### src/fnv64_pkg.sv
`timescale 1ns / 1ps

package fnv64_pkg;

    // kind codes of an input item
    localparam logic [2:0] KIND_U8  = 3'd0;
    localparam logic [2:0] KIND_U16 = 3'd1;
    localparam logic [2:0] KIND_U32 = 3'd2;
    localparam logic [2:0] KIND_U64 = 3'd3;
    localparam logic [2:0] KIND_F32 = 3'd4;
    localparam logic [2:0] KIND_F64 = 3'd5;

    // fnv-1a 64 constants; prime is 2^40 + 0x1b3
    localparam logic [63:0] FNV_BASIS       = 64'hCBF2_9CE4_8422_2325;
    localparam logic [8:0]  FNV_PRIME_LO    = 9'h1B3;
    localparam int          FNV_PRIME_SHIFT = 40;

    // float negative zero patterns
    localparam logic [31:0] F32_NEG_ZERO = 32'h8000_0000;
    localparam logic [63:0] F64_NEG_ZERO = 64'h8000_0000_0000_0000;

endpackage

### src/fnv64_in_if.sv
`timescale 1ns / 1ps

interface fnv64_in_if;
    logic        valid;
    logic        ready;
    logic [2:0]  kind;
    logic [63:0] data_value;
    logic        start_new;

    modport source (output valid, output kind, output data_value, output start_new,
                    input ready);
    modport sink   (input valid, input kind, input data_value, input start_new,
                    output ready);
endinterface

### src/fnv64_out_if.sv
`timescale 1ns / 1ps

interface fnv64_out_if;
    logic        valid;
    logic        ready;
    logic [63:0] hash_now;

    modport source (output valid, output hash_now, input ready);
    modport sink   (input valid, input hash_now, output ready);
endinterface

### src/typed_fnv1a64_hasher_top.sv
// an item takes S_RUN once per byte (1, 2, 4 or 8; none for kinds 6, 7), then S_WRITE
// one item at a time via the single xor-multiply unit, one byte a cycle; ready only in S_IDLE
// a new item is accepted while the previous result still waits in the output register
// reset (i_rst_n low, synchronous): hash and seed go to the fnv-1a 64 offset basis, no item held
`timescale 1ns / 1ps

module typed_fnv1a64_hasher_top
    import fnv64_pkg::*;
(
    input  logic        i_clk,
    input  logic        i_rst_n,
    input  logic        i_cfg_we,
    input  logic [63:0] i_cfg_wdata,
    fnv64_in_if.sink    i_item,
    fnv64_out_if.source o_item
);

    typedef enum logic [1:0] {S_IDLE, S_RUN, S_WRITE} t_state;

    t_state      r_state;
    logic [63:0] r_seed;
    logic [63:0] r_hash;
    logic [63:0] r_data;
    logic [2:0]  r_left;
    logic        r_out_valid;
    logic [63:0] r_out_hash;

    logic        w_accept;
    logic [63:0] n_value;
    logic [3:0]  n_count;
    logic [63:0] w_mix;
    logic [72:0] w_prod;
    logic [63:0] n_step;

    assign i_item.ready = i_rst_n && (r_state == S_IDLE);
    assign w_accept     = i_item.valid && i_item.ready;

    assign o_item.valid    = r_out_valid;
    assign o_item.hash_now = r_out_hash;

    // byte count and value cleanup per kind
    always_comb begin
        n_value = i_item.data_value;
        n_count = 4'd0;
        case (i_item.kind)
            KIND_U8:  n_count = 4'd1;
            KIND_U16: n_count = 4'd2;
            KIND_U32: n_count = 4'd4;
            KIND_U64: n_count = 4'd8;
            KIND_F32: begin
                n_count = 4'd4;
                if (i_item.data_value[31:0] == F32_NEG_ZERO) begin
                    n_value = 64'd0;
                end
            end
            KIND_F64: begin
                n_count = 4'd8;
                if (i_item.data_value == F64_NEG_ZERO) begin
                    n_value = 64'd0;
                end
            end
            default: n_count = 4'd0;
        endcase
    end

    // shared xor-multiply unit: (h ^ b) * (2^40 + 0x1b3) mod 2^64
    assign w_mix  = r_hash ^ {56'd0, r_data[7:0]};
    assign w_prod = {9'd0, w_mix} * {64'd0, FNV_PRIME_LO};
    assign n_step = w_prod[63:0] + {w_mix[63-FNV_PRIME_SHIFT:0], {FNV_PRIME_SHIFT{1'b0}}};

    // seed register
    always_ff @(posedge i_clk) begin
        if (!i_rst_n) begin
            r_seed <= FNV_BASIS;
        end else if (i_cfg_we) begin
            r_seed <= i_cfg_wdata;
        end
    end

    // sequencer, accumulator and output register
    always_ff @(posedge i_clk) begin
        if (!i_rst_n) begin
            r_state     <= S_IDLE;
            r_hash      <= FNV_BASIS;
            r_left      <= 3'd0;
            r_out_valid <= 1'b0;
        end else begin
            // result taken; in S_WRITE the write arm decides the flag
            if (r_out_valid && o_item.ready && (r_state != S_WRITE)) begin
                r_out_valid <= 1'b0;
            end
            case (r_state)
                S_IDLE: begin
                    if (w_accept) begin
                        if (i_item.start_new) begin
                            r_hash <= r_seed;
                        end
                        r_data <= n_value;
                        r_left <= 3'(n_count - 4'd1);
                        r_state <= (n_count == 4'd0) ? S_WRITE : S_RUN;
                    end
                end
                S_RUN: begin
                    r_hash <= n_step;
                    r_data <= {8'd0, r_data[63:8]};
                    r_left <= r_left - 3'd1;
                    if (r_left == 3'd0) begin
                        r_state <= S_WRITE;
                    end
                end
                S_WRITE: begin
                    if (!r_out_valid || o_item.ready) begin
                        r_out_valid <= 1'b1;
                        r_out_hash  <= r_hash;
                        r_state     <= S_IDLE;
                    end
                end
                default: r_state <= S_IDLE;
            endcase
        end
    end

endmodule

### src/flat_wrapper.sv
// flat-port wrapper written by rule: the top's interface ports become plain ports
module typed_fnv1a64_hasher_top_flat import fnv64_pkg::*;
  (i_clk, i_rst_n, i_cfg_we, i_cfg_wdata, i_item_valid, i_item_kind, i_item_data_value, i_item_start_new, i_item_ready, o_item_valid, o_item_hash_now, o_item_ready);
  fnv64_in_if i_item_i ();
  fnv64_out_if o_item_i ();
  input  logic i_clk;
  input  logic i_rst_n;
  input  logic i_cfg_we;
  input  logic [63:0] i_cfg_wdata;
  input wire logic [$bits(i_item_i.valid)-1:0] i_item_valid;
  input wire logic [$bits(i_item_i.kind)-1:0] i_item_kind;
  input wire logic [$bits(i_item_i.data_value)-1:0] i_item_data_value;
  input wire logic [$bits(i_item_i.start_new)-1:0] i_item_start_new;
  output wire logic [$bits(i_item_i.ready)-1:0] i_item_ready;
  output wire logic [$bits(o_item_i.valid)-1:0] o_item_valid;
  output wire logic [$bits(o_item_i.hash_now)-1:0] o_item_hash_now;
  input wire logic [$bits(o_item_i.ready)-1:0] o_item_ready;
  assign i_item_i.valid = i_item_valid;
  assign i_item_i.kind = i_item_kind;
  assign i_item_i.data_value = i_item_data_value;
  assign i_item_i.start_new = i_item_start_new;
  assign i_item_ready = i_item_i.ready;
  assign o_item_valid = o_item_i.valid;
  assign o_item_hash_now = o_item_i.hash_now;
  assign o_item_i.ready = o_item_ready;
  typed_fnv1a64_hasher_top u_core (.i_clk(i_clk), .i_rst_n(i_rst_n), .i_cfg_we(i_cfg_we), .i_cfg_wdata(i_cfg_wdata), .i_item(i_item_i), .o_item(o_item_i));
endmodule
### config.mk
export PLATFORM = sky130hd
export DESIGN_NAME = typed_fnv1a64_hasher_top_flat
export DESIGN_NICKNAME = d
export VERILOG_FILES = /design/src/fnv64_pkg.sv /design/src/fnv64_in_if.sv /design/src/fnv64_out_if.sv /design/src/typed_fnv1a64_hasher_top.sv /design/src/flat_wrapper.sv
export SDC_FILE = /design/constraint.sdc
export NUM_CORES = 1
export LEC_CHECK = 0
export BUFFER_PORTS_ARGS = -buffer_cell sky130_fd_sc_hd__clkbuf_2
export CORE_ASPECT_RATIO = 0.8
export CORE_MARGIN = 3
export CORE_UTILIZATION = 30
export DETAILED_ROUTE_END_ITERATION = 8
export MAX_ROUTING_LAYER = met4
export PLACE_DENSITY = 0.49
export SYNTH_ARGS = -nofsm -noshare
export SYNTH_HDL_FRONTEND = slang
export SYNTH_SLANG_ARGS = --single-unit
### constraint.sdc
create_clock -name i_clk -period 16.2 [get_ports i_clk]
set_input_delay 0.81 -clock i_clk [delete_from_list [all_inputs] [get_ports i_clk]]
set_output_delay 0.81 -clock i_clk [all_outputs]
set_load 0.01 [all_outputs]
* Word level (Yosys, flattened, before mapping)
Cells that the tools add are included.
Widths: inputs -> output; s select.
** Cells by class
- Add/sub/neg operators :: 3
- Multipliers :: 1
- Equality and inequality tests :: 14
- Mux-type cells :: 19
- Bitwise operators :: 1
- Reduce and logical (&&, ||, !) cells :: 18
** Operators with widths (number)
- $pmux 64 s2 :: 3
- $mux 64 :: 5
- $add 64x64->64 :: 1
- $eq 64x64->1 const B :: 1
- $mul 64x9->64 const B :: 1
- $xor 64x8->64 :: 1
- $eq 32x32->1 const B :: 1
- $pmux 4 s4 :: 1
- $reduce_and 3->1 :: 4
- $mux 2 :: 4
- $eq 3x2->1 const B :: 2
- $eq 3x3->1 const B :: 2
- $logic_not 3->1 :: 2
- $ne 2x1->1 const B :: 3
- $pmux 2 s3 :: 1
- $pmux 3 s2 :: 1
- $sub 3x1->3 const B :: 2
- $logic_and 1x1->1 :: 4
- $logic_not 4->1 :: 1
- $ne 2x2->1 const B :: 2
- $reduce_or 2->1 :: 2
- $eq 3x1->1 const B :: 1
- $mux 1 :: 3
- $mux 3 :: 1
- 7 further kinds :: 7
** Storage, ports and cells
- Register bits :: 262
- Bits of input ports :: 137
- Output and inout port bits :: 66
- Word-level logic and storage cells :: 63

* Logic depth before layout (Yosys ltp)
Gate-level depths: netlist of run 1.
- Word-level depth :: 7
- Gate-level depth with buffers :: 22
- Depth with buffers taken out :: 21

* Least setup slack after synthesis of run 1
OpenSTA, ideal clock, no wires.
- Path type :: in2reg
- From :: input port i_rst_n
- To :: register u_core.r_out_hash[0] (netlist: u_core.o_item.hash_now[0]), enable pin
- Setup time :: 0.578 ns
- Arrival time :: 5.909 ns
- Data required time :: 15.622 ns
- Path slack :: 9.713 ns
- Cell stages on the path :: 3
- Path buffers :: 1
- Path through :: clkinv_1 -> clkbuf_1 -> nor3b_1
** On the way
- Longest elaborated chain between the ends :: 1
** Ends and longest elaborated chain
- from (decl) :: RTL line flat_wrapper.sv:7 : input logic i_rst_n;
- $reduce_and 3->1 (no line)
- to (signal assigned) :: RTL line typed_fnv1a64_hasher_top.sv:114 : r_out_hash <= r_hash;
- to (decl) :: RTL line typed_fnv1a64_hasher_top.sv:26 : logic [63:0] r_out_hash;
No other way between the ends.
A chain may end at the register's enable or synchronous reset.

* Worst setup path in the final report of run 1
- From :: register u_core.r_data[0]
- To :: register u_core.r_hash[57]
** On the way
- Longest elaborated chain between the ends :: 4
** Ends and longest elaborated chain
- from (decl) :: RTL line typed_fnv1a64_hasher_top.sv:23 : logic [63:0] r_data;
- from (signal assigned) :: RTL line typed_fnv1a64_hasher_top.sv:98 : r_data <= n_value;
- from (signal assigned) :: RTL line typed_fnv1a64_hasher_top.sv:105 : r_data <= {8'd0, r_data[63:8]};
- $xor 64x8->64 (*) :: RTL line typed_fnv1a64_hasher_top.sv:67 : assign w_mix = r_hash ^ {56'd0, r_data[7:0]};
- $mul 64x9->64 :: RTL line typed_fnv1a64_hasher_top.sv:68 : assign w_prod = {9'd0, w_mix} * {64'd0, FNV_PRIME_LO};
- $add 64x64->64 (*) :: RTL line typed_fnv1a64_hasher_top.sv:69 : assign n_step = w_prod[63:0] + {w_mix[63-FNV_PRIME_SHIFT:0], {FNV_PRIME_SHIFT{1'b0}}};
- $pmux 64 s2 (*) :: RTL line typed_fnv1a64_hasher_top.sv:92 : case (r_state)
- to (signal assigned) :: RTL line typed_fnv1a64_hasher_top.sv:96 : r_hash <= r_seed;
- to (signal assigned) :: RTL line typed_fnv1a64_hasher_top.sv:104 : r_hash <= n_step;
- to (decl) :: RTL line typed_fnv1a64_hasher_top.sv:22 : logic [63:0] r_hash;
Every way passes the cells marked *; elsewhere a longest branch is shown, timed or not.

==> summary.md, run 1 <==
| Metric | Value |
|---|---|
| Clock latency on the worst-skew pair | 0.63 ns |
| Die Ht | ~250 microns |
| Vias in the first global route | approximately 17000 |
| RSZ-0062 raised after global routing | false |
| Syn avg cell area | 9.51 sq um |
| Post-layout minimum cycle time | 6.67 ns |
| #FFs+latches synth | ~260 |
| CTS buffer count | 31 |
| CP startpoint kind | flop |
| Register area | roughly 0.0065 sq mm |
| Fmax | between 100 and 150 MHz |
| Final hold vios | 0 |
| Clock slew at reported path FFs | ~0.070 ns |
| Share of layout cells above drive strength 1 | 11.6% |
| Post-Syn Area | about 0.022 sq mm |
| # Max-Cap Violations | 0 |
| # nets final | 3006 |
| Site Rows | 87 |
| Clk_skew | about 0.032 ns |
| Post-route ant nets | 0 |
| Die Area | between 0.07 and 0.08 sq mm |
| Post-CTS setup-driven buffer insertion count | 0 |
| CP startpoint | u_core.r_data[0] |
| Num Clock Sinks | between 200 and 300 |
| Hold_buf cts | 0 |
| Final Cycle Share | between 40% and 50% |
| Warnings, synthesis | 0 |
| Die X | just over 300 microns |
| Layout area overhead | 14.3% |
| Vias | 16608 |
| R2R setup slack | between 9 and 10 ns |
| Crit path kind | reg -> reg |
| Commonest cells after routing, fill and taps aside | inv_1 (443), nand2_1 (280), fa_1 (210), clkbuf_2 (201), ha_1 (197) |
| DRC Markers | 0 |
| Clk root buf | clkbuf_16 |
| Critical Path End Type | flop |
| Cells after Synth | ~2300 |
| I/O pin count | between 200 and 250 |
| Worst Reg2Reg Path Length in Cells | 19 |
| WL met3 | 4380 microns |
| Initial Util | a little under a third |
| Routed WL per cell | a little over 20 microns |
| EDFF count, synth | ~130 |
| Core area | roughly 0.071 sq mm |
| CTS HTree Levels | 1 |
| Cell variety after synth | 75 |
| Worst hold-check path type | in -> reg |
| GP Congestion | approximately 0.95 |
| Worst r2r dst | u_core.r_hash[57] |
| M1 wire length | ~34000 microns |
| Antenna violations before repair | 2 |
| TritonCTS clock tree | built |
| Worst slew margin | 15.4% |
| CP arrival | around 7.2 ns |
| Vias/cell | ~4.9 |
| Status | complete, no violations |
| DR WL met2 | between 30000 and 40000 microns |
| Total global routing overflow | 0 |
| FILL cells | 7302 |
| Syn Nets | around 2800 |
| Final setup fails | 0 |
| Buffer depth of the longest clock path | 3 |
| CP required | roughly 17 ns |
| CP Max Fanout | 5 |
| Initial DRC Count | around 1100 |
| Post-CTS resize count | 0 |
| R2R Path Start | u_core.r_data[0] |
| Top_reg_cell synth | dfxtp_1 |
| Setup TNS | 0 ns |
| Half-perimeter wire length after placement | 57300 microns |
| Worst slew pin tran | 1.24 ns |
| Largest net degree at the start of global routing | 81 |
| Multi-input gate area | about 0.013 sq mm |
| DRT Wirelength | around 70000 microns |
| Commonest non-fill, non-tap cell in the layout | inv_1 |
| First-pass GRT wire length | between 100000 and 150000 microns |
| TritonRoute pass-1 iters | 5 |
| Seq/Total Area, Yosys | just under 30% |
| Asr flop ratio synth | 0% |
| Total track usage | a little under a fifth |
| Max Slew Vio Count | 0 |
| Critical path capture point | u_core.r_hash[57] |
| IO Port Bufs | 202 |
| Top Metal Used | met4 |
-- synth_stat cells (5+ instances only) --
library cell  number  area, sq um
a31oi_1            7         43.8
a22oi_1            5         37.5
nand3_1           34          170
o21ai_0           53          265
nand2b_1           6         37.5
dfxtp_1          134         2680
inv_1            443         1660
nor4_1            16          100
a21o_1            34          255
edfxtp_1         128         3840
xor2_1            48          420
nor2b_1            9         56.3
mux2i_1           76          761
nor2_1           105          394
and2_1            16          100
a211oi_1           6         45.0
a22o_1            25          219
a21oi_1          109          546
and3_1            19          119
a211o_1            8         70.1
o21a_1             8         60.1
nand4_1           14         87.6
nand2_1          280         1050
a311oi_1          13          114
fa_1             210         4200
o211ai_1          15          113
or3_1              6         37.5
o21bai_1          13         97.6
a32oi_1            6         52.6
nor3_1            17         85.1
xnor2_1           73          639
ha_1             197         2460
buf_1             17         63.8
o211a_1           11          110
clkbuf_1          66          248
-- worst max-delay path, stage by stage (launching register included) --
cell,delay [ns]
edfxtp_1,0.42
xnor2_1,0.61
inv_1,0.18
ha_1,0.28
xor2_1,0.18
ha_1,0.20
or2_2,0.31
fa_1,0.53
fa_1,0.42
ha_1,0.29
ha_1,0.36
nor2_1,0.06
o21ai_0,0.25
nand4_1,0.17
a21oi_1,0.28
o2111ai_1,0.24
a2111oi_0,1.13
o21ai_0,0.25
and3_1,0.24
a211oi_1,0.18
-- cell type report --
cell class	count	area share [%]
Antenna cell	1	0.0100
Inverter	444	6.66
Timing Repair Buffer	216	4.47
Sequential cell	262	26.1
Clock buffer	37	3.31
Multi-Input combinational cell	1507	53.5
Clock inverter	21	1.24
Tap cell	934	4.67
-- cells by family after synthesis --
| kind of cell | share of synthesized area (%) |
|---|---|
| AND/OR/NAND/NOR | 11.1 |
| flip-flops | 29.8 |
| adder cells (fa/ha/maj) | 30.5 |
| AO/OA/AOI/OAI | 11.1 |
| XOR/XNOR | 4.84 |
| multiplexers | 3.53 |
| buffers and inverters | 9.14 |
-- routing by layer --
metal / up-vias / global-route usage [%]
li1: 7887 / -
met1: 8191 / 26.7
met2: 454 / 28.3
met3: 76 / 3.63
met4: 0 / 4.15
met5: - / -
-- flip-flops by register name (all words and copies together), names as in the netlist --
name	cells
u_core.o_item.hash_now	64
u_core.o_item.valid	1
u_core.r_data	64
u_core.r_hash	64
u_core.r_left	3
u_core.r_seed	64
u_core.r_state	2
-- stage by stage --
stage               hold slack, ns  cell area, sq um  util, %  cells  setup slack, ns
finish                       0.392             25000     35.1   3422             9.53
CTS                          0.348             25000     35.1   3421             9.52
detailed placement           0.452             23900     33.5   3363             9.56
floorplan                    0.425             21900        -   2299             9.71
global placement             0.451             23900     33.5   3363             9.63
global route                 0.381             25000     35.1   3422             9.02
-- worst min path at each step --
stage | slack [ns] | endpoint | start | depth (start not counted)
floorplan | 0.42 | u_core.r_hash[2] | u_core.r_seed[2] | 2
global placement | 0.45 | u_core.r_hash[0] | u_core.r_seed[0] | 1
detailed placement | 0.45 | u_core.r_hash[0] | u_core.r_seed[0] | 1
CTS | 0.35 | u_core.r_seed[21] | i_cfg_wdata[21] | 3
global route | 0.38 | u_core.r_seed[26] | i_cfg_wdata[26] | 3
finish | 0.39 | u_core.r_seed[21] | i_cfg_wdata[21] | 3
Power of run 1 is left out: the tool's default activity adds up to more than one toggle a clock period on the data nets, which glitch-free logic cannot reach.
==> inputs of run 2 (changes only) <==
Settings changed: ABC_AREA set to 1, PLACE_DENSITY 0.49 to 0.5.
Clock period 16.2 ns to 5.5 ns, I/O delays scaled along.
==> summary.md, run 2 <==
| Metric | Value |
|---|---|
| Status | complete, no violations |
| TritonRoute pass-1 iters | 5 |
| Final setup margin | 0.221 ns |
| Non-filler cells, final | around 4500 |
| CTS buffer count | 31 |
| R2R Path Start | u_core.r_hash[18] |
| Die X | around 320 microns |
| Critical Path End Type | flop |
| Area contributors post-synth | fa_1 (18%), edfxtp_1 (16%), inv_1 (12%) |
| Syn Nets | between 3000 and 4000 |
| Share of layout cells above drive strength 1 | a little over a tenth |
| Core area | 0.0779 sq mm |
| DRC Markers | 0 |
| I/O pin count | slightly above 200 |
| Warnings, synthesis | 0 |
| Clock latency on the worst-skew pair | around 0.65 ns |
| Seq/Total Area, Yosys | a little over a quarter |
| Synth top area share | 17.7% |
| RSZ-0062 raised after global routing | true |
| Vias | 20667 |
| CP startpoint | u_core.r_hash[18] |
| Top post-synthesis cells by count | inv_1 (765), nand2_1 (732), fa_1 (210) |
| First-pass GRT wire length | between 100000 and 150000 microns |
| Fmax | 189 MHz |
| Buffer depth of the longest clock path | 3 |
| CP startpoint kind | flop |
| CTS HTree Levels | 1 |
| Top_reg_cell synth | dfxtp_1 |
| Post-route ant nets | 0 |
| Worst path slowest cell | dfxtp_1 |
| Util after Layout | 37.0% |
| Max Slew Vio Count | 0 |
| Clk root buf | clkbuf_16 |
| DRT Wirelength | about 84000 microns |
| Worst slew pin tran | 1.22 ns |
| Clock slew at reported path FFs | roughly 0.07 ns |
| GP Congestion | roughly 0.99 |
| Setup TNS | 0 ns |
| ANT cells | 0 |
| Total track usage | a little over a fifth |
| Vias in the first global route | around 20000 |
| Die Ht | ~260 microns |
| Antenna violations before repair | 0 |
| Worst hold-check path type | in -> reg |
| # nets final | between 3000 and 4000 |
| Top-count cell post-synth | inv_1 |
| HP Start | i_cfg_wdata[23] |
| Asr flop ratio synth | 0% |
| CP arrival | ~5.8 ns |
| Area leader, netlist | fa_1 |
| CP Max Fanout | 4 |
| Final hold vios | 0 |
| Final setup fails | 0 |
| # Max-Cap Violations | 0 |
| EDFF count, synth | around 130 |
| IO Port Bufs | approximately 200 |
| Total global routing overflow | 0 |
| Largest net degree at the start of global routing | 97 |
| Syn avg cell area | just under 8 sq um |
| Cells after Synth | approximately 3000 |
| Post-layout minimum cycle time | roughly 5.3 ns |
| Vias/cell | 4.60 |
| TritonCTS clock tree | built |
| Initial DRC Count | around 1800 |
| Top cell by count, worst path | nand2_1 |
| Placed Instances | approximately 4300 |
| Num Clock Sinks | 262 |
| Crit path kind | reg -> reg |
| Commonest cells after routing, fill and taps aside | inv_1 (762), nand2_1 (731), fa_1 (210), clkbuf_2 (202), ha_1 (196) |
| Commonest non-fill, non-tap cell in the layout | inv_1 |
| Max stage delay on crit path | approximately 0.6 ns |
| Layout area overhead | 21.0% |
| Routed WL per cell | 18.6 microns |
| #FFs+latches synth | ~260 |
| Cell variety after synth | 46 |
| Final Cycle Share | a little over nine tenths |
| Worst slew margin | a little under a fifth |
| Clk_skew | 0.0325 ns |
| CP required | just over 6 ns |
| Half-perimeter wire length after placement | around 70000 microns |
| Site Rows | between 90 and 100 |
| Critical path, cell by cell | ha_1, inv_1, fa_1, inv_1, fa_1, inv_1, fa_1, inv_1, ha_1, ha_1, nand2_1, nand2_1, a21oi_1, o21ai_0, a21oi_1, nand2_1, nand2_1, nand2_1, nand2_1, nand3_1, nand2_2, nand2_1 |
| Die Area | just over 0.08 sq mm |
| Post-Syn Area | between 0.02 and 0.025 sq mm |
| Setup WS pre-CTS | -0.447 ns |
| Initial Util | 30.6% |
## run 2: cell count changes after synthesis, sizes merged, moves of 21 or more
cell    change
a21oi      +45
xnor2      -41
o21ai      +86
nand3     +102
a22o       -25
a21o       -31
nand2     +455
inv       +327
nor2       +79
clkbuf     -21
mux2i      -75
## run 2: stage by stage
stage | area, sq um | hold WS (ns)
floorplan | 23800 | 0.397
global route | 28800 | 0.0547
CTS | 28700 | 0.00866
global placement | 26400 | 0.441
detailed placement | 26400 | 0.444
finish | 28800 | 0.0235
## run 2: final timing paths
check,cells after the start,slack [ns],endpoint
worst max-delay path,22,0.22,u_core.r_hash[39]
worst min-delay path,3,0.02,u_core.r_seed[23]
worst max register to register,22,0.22,u_core.r_hash[39]
worst min register to register,2,0.46,u_core.r_seed[18]
## run 2: repair_timing
item,in CTS,in global routing
setup endpoints to repair,19,26
hold buffers,123,0
setup buffers,0,1
hold endpoints to repair,123,0
resized for setup,2,21
pin swaps,0,1
## run 2: area by class of cell
| class | instances | area [sq um] |
|---|---|---|
| fill | 8283 | 49100 |
| multi-input combinational | 1986 | 14200 |
| sequential | 262 | 6540 |
| inverter | 770 | 2900 |
| timing repair buffer | 397 | 2820 |
| tap | 1023 | 1280 |
| clock buffer | 45 | 920 |
| clock inverter | 13 | 154 |
## run 2: metal layers
metal | wire length [microns] | track usage, % | vias to the layer above | part of all wire [%]
met5 | 0 | - | - | 0
met4 | 2170 | 4.72 | 0 | 2.6
met3 | 6790 | 4.83 | 84 | 8.1
met2 | 32700 | 28.1 | 616 | 39
met1 | 42000 | 31.3 | 9770 | 50
li1 | - | - | 10197 | -
## run 2: critical path, delay by kind of cell, from the launching register on
kind | cells | cell delay, ns
flops | 1 | 0.60
buf+inv | 4 | 0.25
simple gates | 9 | 0.96
fa+ha+maj | 6 | 2.53
compound gates | 3 | 0.83
## run 2: kinds of logic (layout without fill, tap and decap cells)
logic type,count (synthesis),in the layout,synth area share (%)
buffers and inverters,839,1225,13.4
flip-flops,262,262,27.4
AO/OA/AOI/OAI,364,364,8.38
AND/OR/NAND/NOR,1123,1123,19.4
XOR/XNOR,91,91,3.35
multiplexers,1,1,0.0420
adder cells (fa/ha/maj),407,407,28.0
Power of run 2 is left out for the same reason.
==> inputs of run 3 (changes only) <==
Settings changed: CORE_ASPECT_RATIO 0.8 to 1.4.
==> summary.md, run 3 (same netlist as run 2, synthesis figures left out) <==
| Metric | Value |
|---|---|
| Num Clock Sinks | between 200 and 300 |
| Final Cycle Share | 95.1% |
| Worst slew pin tran | 1.05 ns |
| CP startpoint kind | flop |
| Worst hold-check path type | in -> reg |
| Half-perimeter wire length after placement | a little over 70000 microns |
| Share of layout cells above drive strength 1 | a little under 10% |
| Die X | around 240 microns |
| Critical Path End Type | flop |
| Die Ht | between 300 and 400 microns |
| Vias in the first global route | 21622 |
| Core area | 0.0783 sq mm |
| TritonRoute pass-1 iters | 5 |
| CTS HTree Levels | 1 |
| Die Area | just over 0.08 sq mm |
| TritonCTS clock tree | built |
| DRT Wirelength | 86300 microns |
| Post-layout minimum cycle time | 5.23 ns |
| # Max-Cap Violations | 0 |
| Register area | ~0.0065 sq mm |
| Routed WL per cell | slightly below 20 microns |
| Clock latency on the worst-skew pair | 0.64 ns |
| Site Rows | 121 |
| Post-route ant nets | 0 |
| IO Port Bufs | just over 200 |
| Commonest cells after routing, fill and taps aside | inv_1 (762), nand2_1 (729), fa_1 (210), clkbuf_2 (202), ha_1 (196) |
| Status | complete, no violations |
| First-pass GRT wire length | ~130000 microns |
| GP Congestion | 0.969 |
| Final hold vios | 0 |
| Vias/cell | 4.60 |
| Final setup fails | 0 |
| Vias | 20674 |
| CTS buffer count | 31 |
| Initial Util | a little under a third |
| DRC Markers | 0 |
| Fmax | 191 MHz |
| Initial DRC Count | 1112 |
| Worst slew margin | 29.9% |
| CP required | roughly 6 ns |
| I/O pin count | 203 |
| Clock slew at reported path FFs | around 0.060 ns |
| Clk root buf | clkbuf_16 |
| CP arrival | 5.72 ns |
| Total global routing overflow | 0 |
| Layout area overhead | 19.6% |
| # nets final | about 4000 |
| FILL cells | 8337 |
| Clk_skew | about 0.043 ns |
| Crit path kind | reg -> reg |
| Multi-input gate area | ~0.014 sq mm |
| Fin Hold WS | 0.0441 ns |
| Buffer depth of the longest clock path | 3 |
| Commonest non-fill, non-tap cell in the layout | inv_1 |
| CP Max Fanout | 5 |
| Post-CTS setup-driven buffer insertion count | 0 |
| Largest net degree at the start of global routing | 82 |
| Total track usage | between 20% and 30% |
| Antenna violations before repair | 5 |
| Max Slew Vio Count | 0 |
run 3: cell count changes in the layout (fill, tap and decap cells not counted), moves of 4 or more:
cell      delta
dfxtp_1      +7
clkinv_2     +7
buf_4       -28
dfxtp_2      -7
diode_2      +4
run 3: worst max-delay path, cell delays in order, from the launching register on:
cell,delay (ns)
edfxtp_1,0.42
xnor2_2,0.22
inv_1,0.09
ha_1,0.36
xor2_1,0.20
ha_1,0.19
or2_2,0.31
fa_1,0.53
fa_1,0.41
ha_1,0.29
ha_1,0.37
nand2_1,0.09
nor2_1,0.20
nand3_1,0.10
nand2_1,0.32
nand3_1,0.13
nand3_1,0.21
nand2_1,0.12
nand3_1,0.09
nand2_1,0.07
o21ai_2,0.27
nand2_1,0.07
run 3: path summary, 6_finish.rpt:
| check | from | to | slack [ns] | cells after the start |
|---|---|---|---|---|
| setup / recovery | u_core.r_data[1] | u_core.r_hash[37] | 0.27 | 21 |
| hold / removal | i_item_data_value[24] | u_core.r_data[24] | 0.04 | 3 |
| setup reg to reg | u_core.r_data[1] | u_core.r_hash[37] | 0.27 | 21 |
| hold reg to reg | u_core.r_seed[46] | u_core.r_seed[46] | 0.45 | 2 |
run 3: area by class of cell:
cell class              count  area share [%]
multi-input cells        1986            49.7
diodes                      4          0.0352
flip-flops and latches    262            22.9
clock inverters            14           0.360
inverters                 770            10.2
well taps                1045            4.59
repair buffers            367            9.03
clock buffers              43            3.16
run 3: metal layers:
| layer | global-route usage (%) | vias up | wire length [microns] |
|---|---|---|---|
| met2 | 36.5 | 590 | 41700 |
| met4 | 12.2 | 0 | 5970 |
| li1 | - | 10157 | - |
| met5 | - | - | 0 |
| met1 | 24.3 | 9776 | 34300 |
| met3 | 2.80 | 151 | 4320 |
run 3: timing repair:
action | CTS | global route
hold buffers | 123 | 0
endpoints found under the setup margin | 1 | 17
resized for setup | 1 | 12
hold endpoints to repair | 123 | 0
run 3: metrics by stage:
stage	instance area [sq um]	setup TNS (ns)	util [%]	std cells	setup slack (ns)
floorplan	23800	0	-	3087	1.07
global placement	26200	-0.262	33.4	4307	-0.262
detailed placement	26200	-0.164	33.4	4307	-0.164
CTS	28400	0	36.3	4487	0.00980
global route	28500	-0.00819	36.4	4491	-0.00819
finish	28500	0	36.4	4491	0.271
Power of run 3 is left out for the same reason.
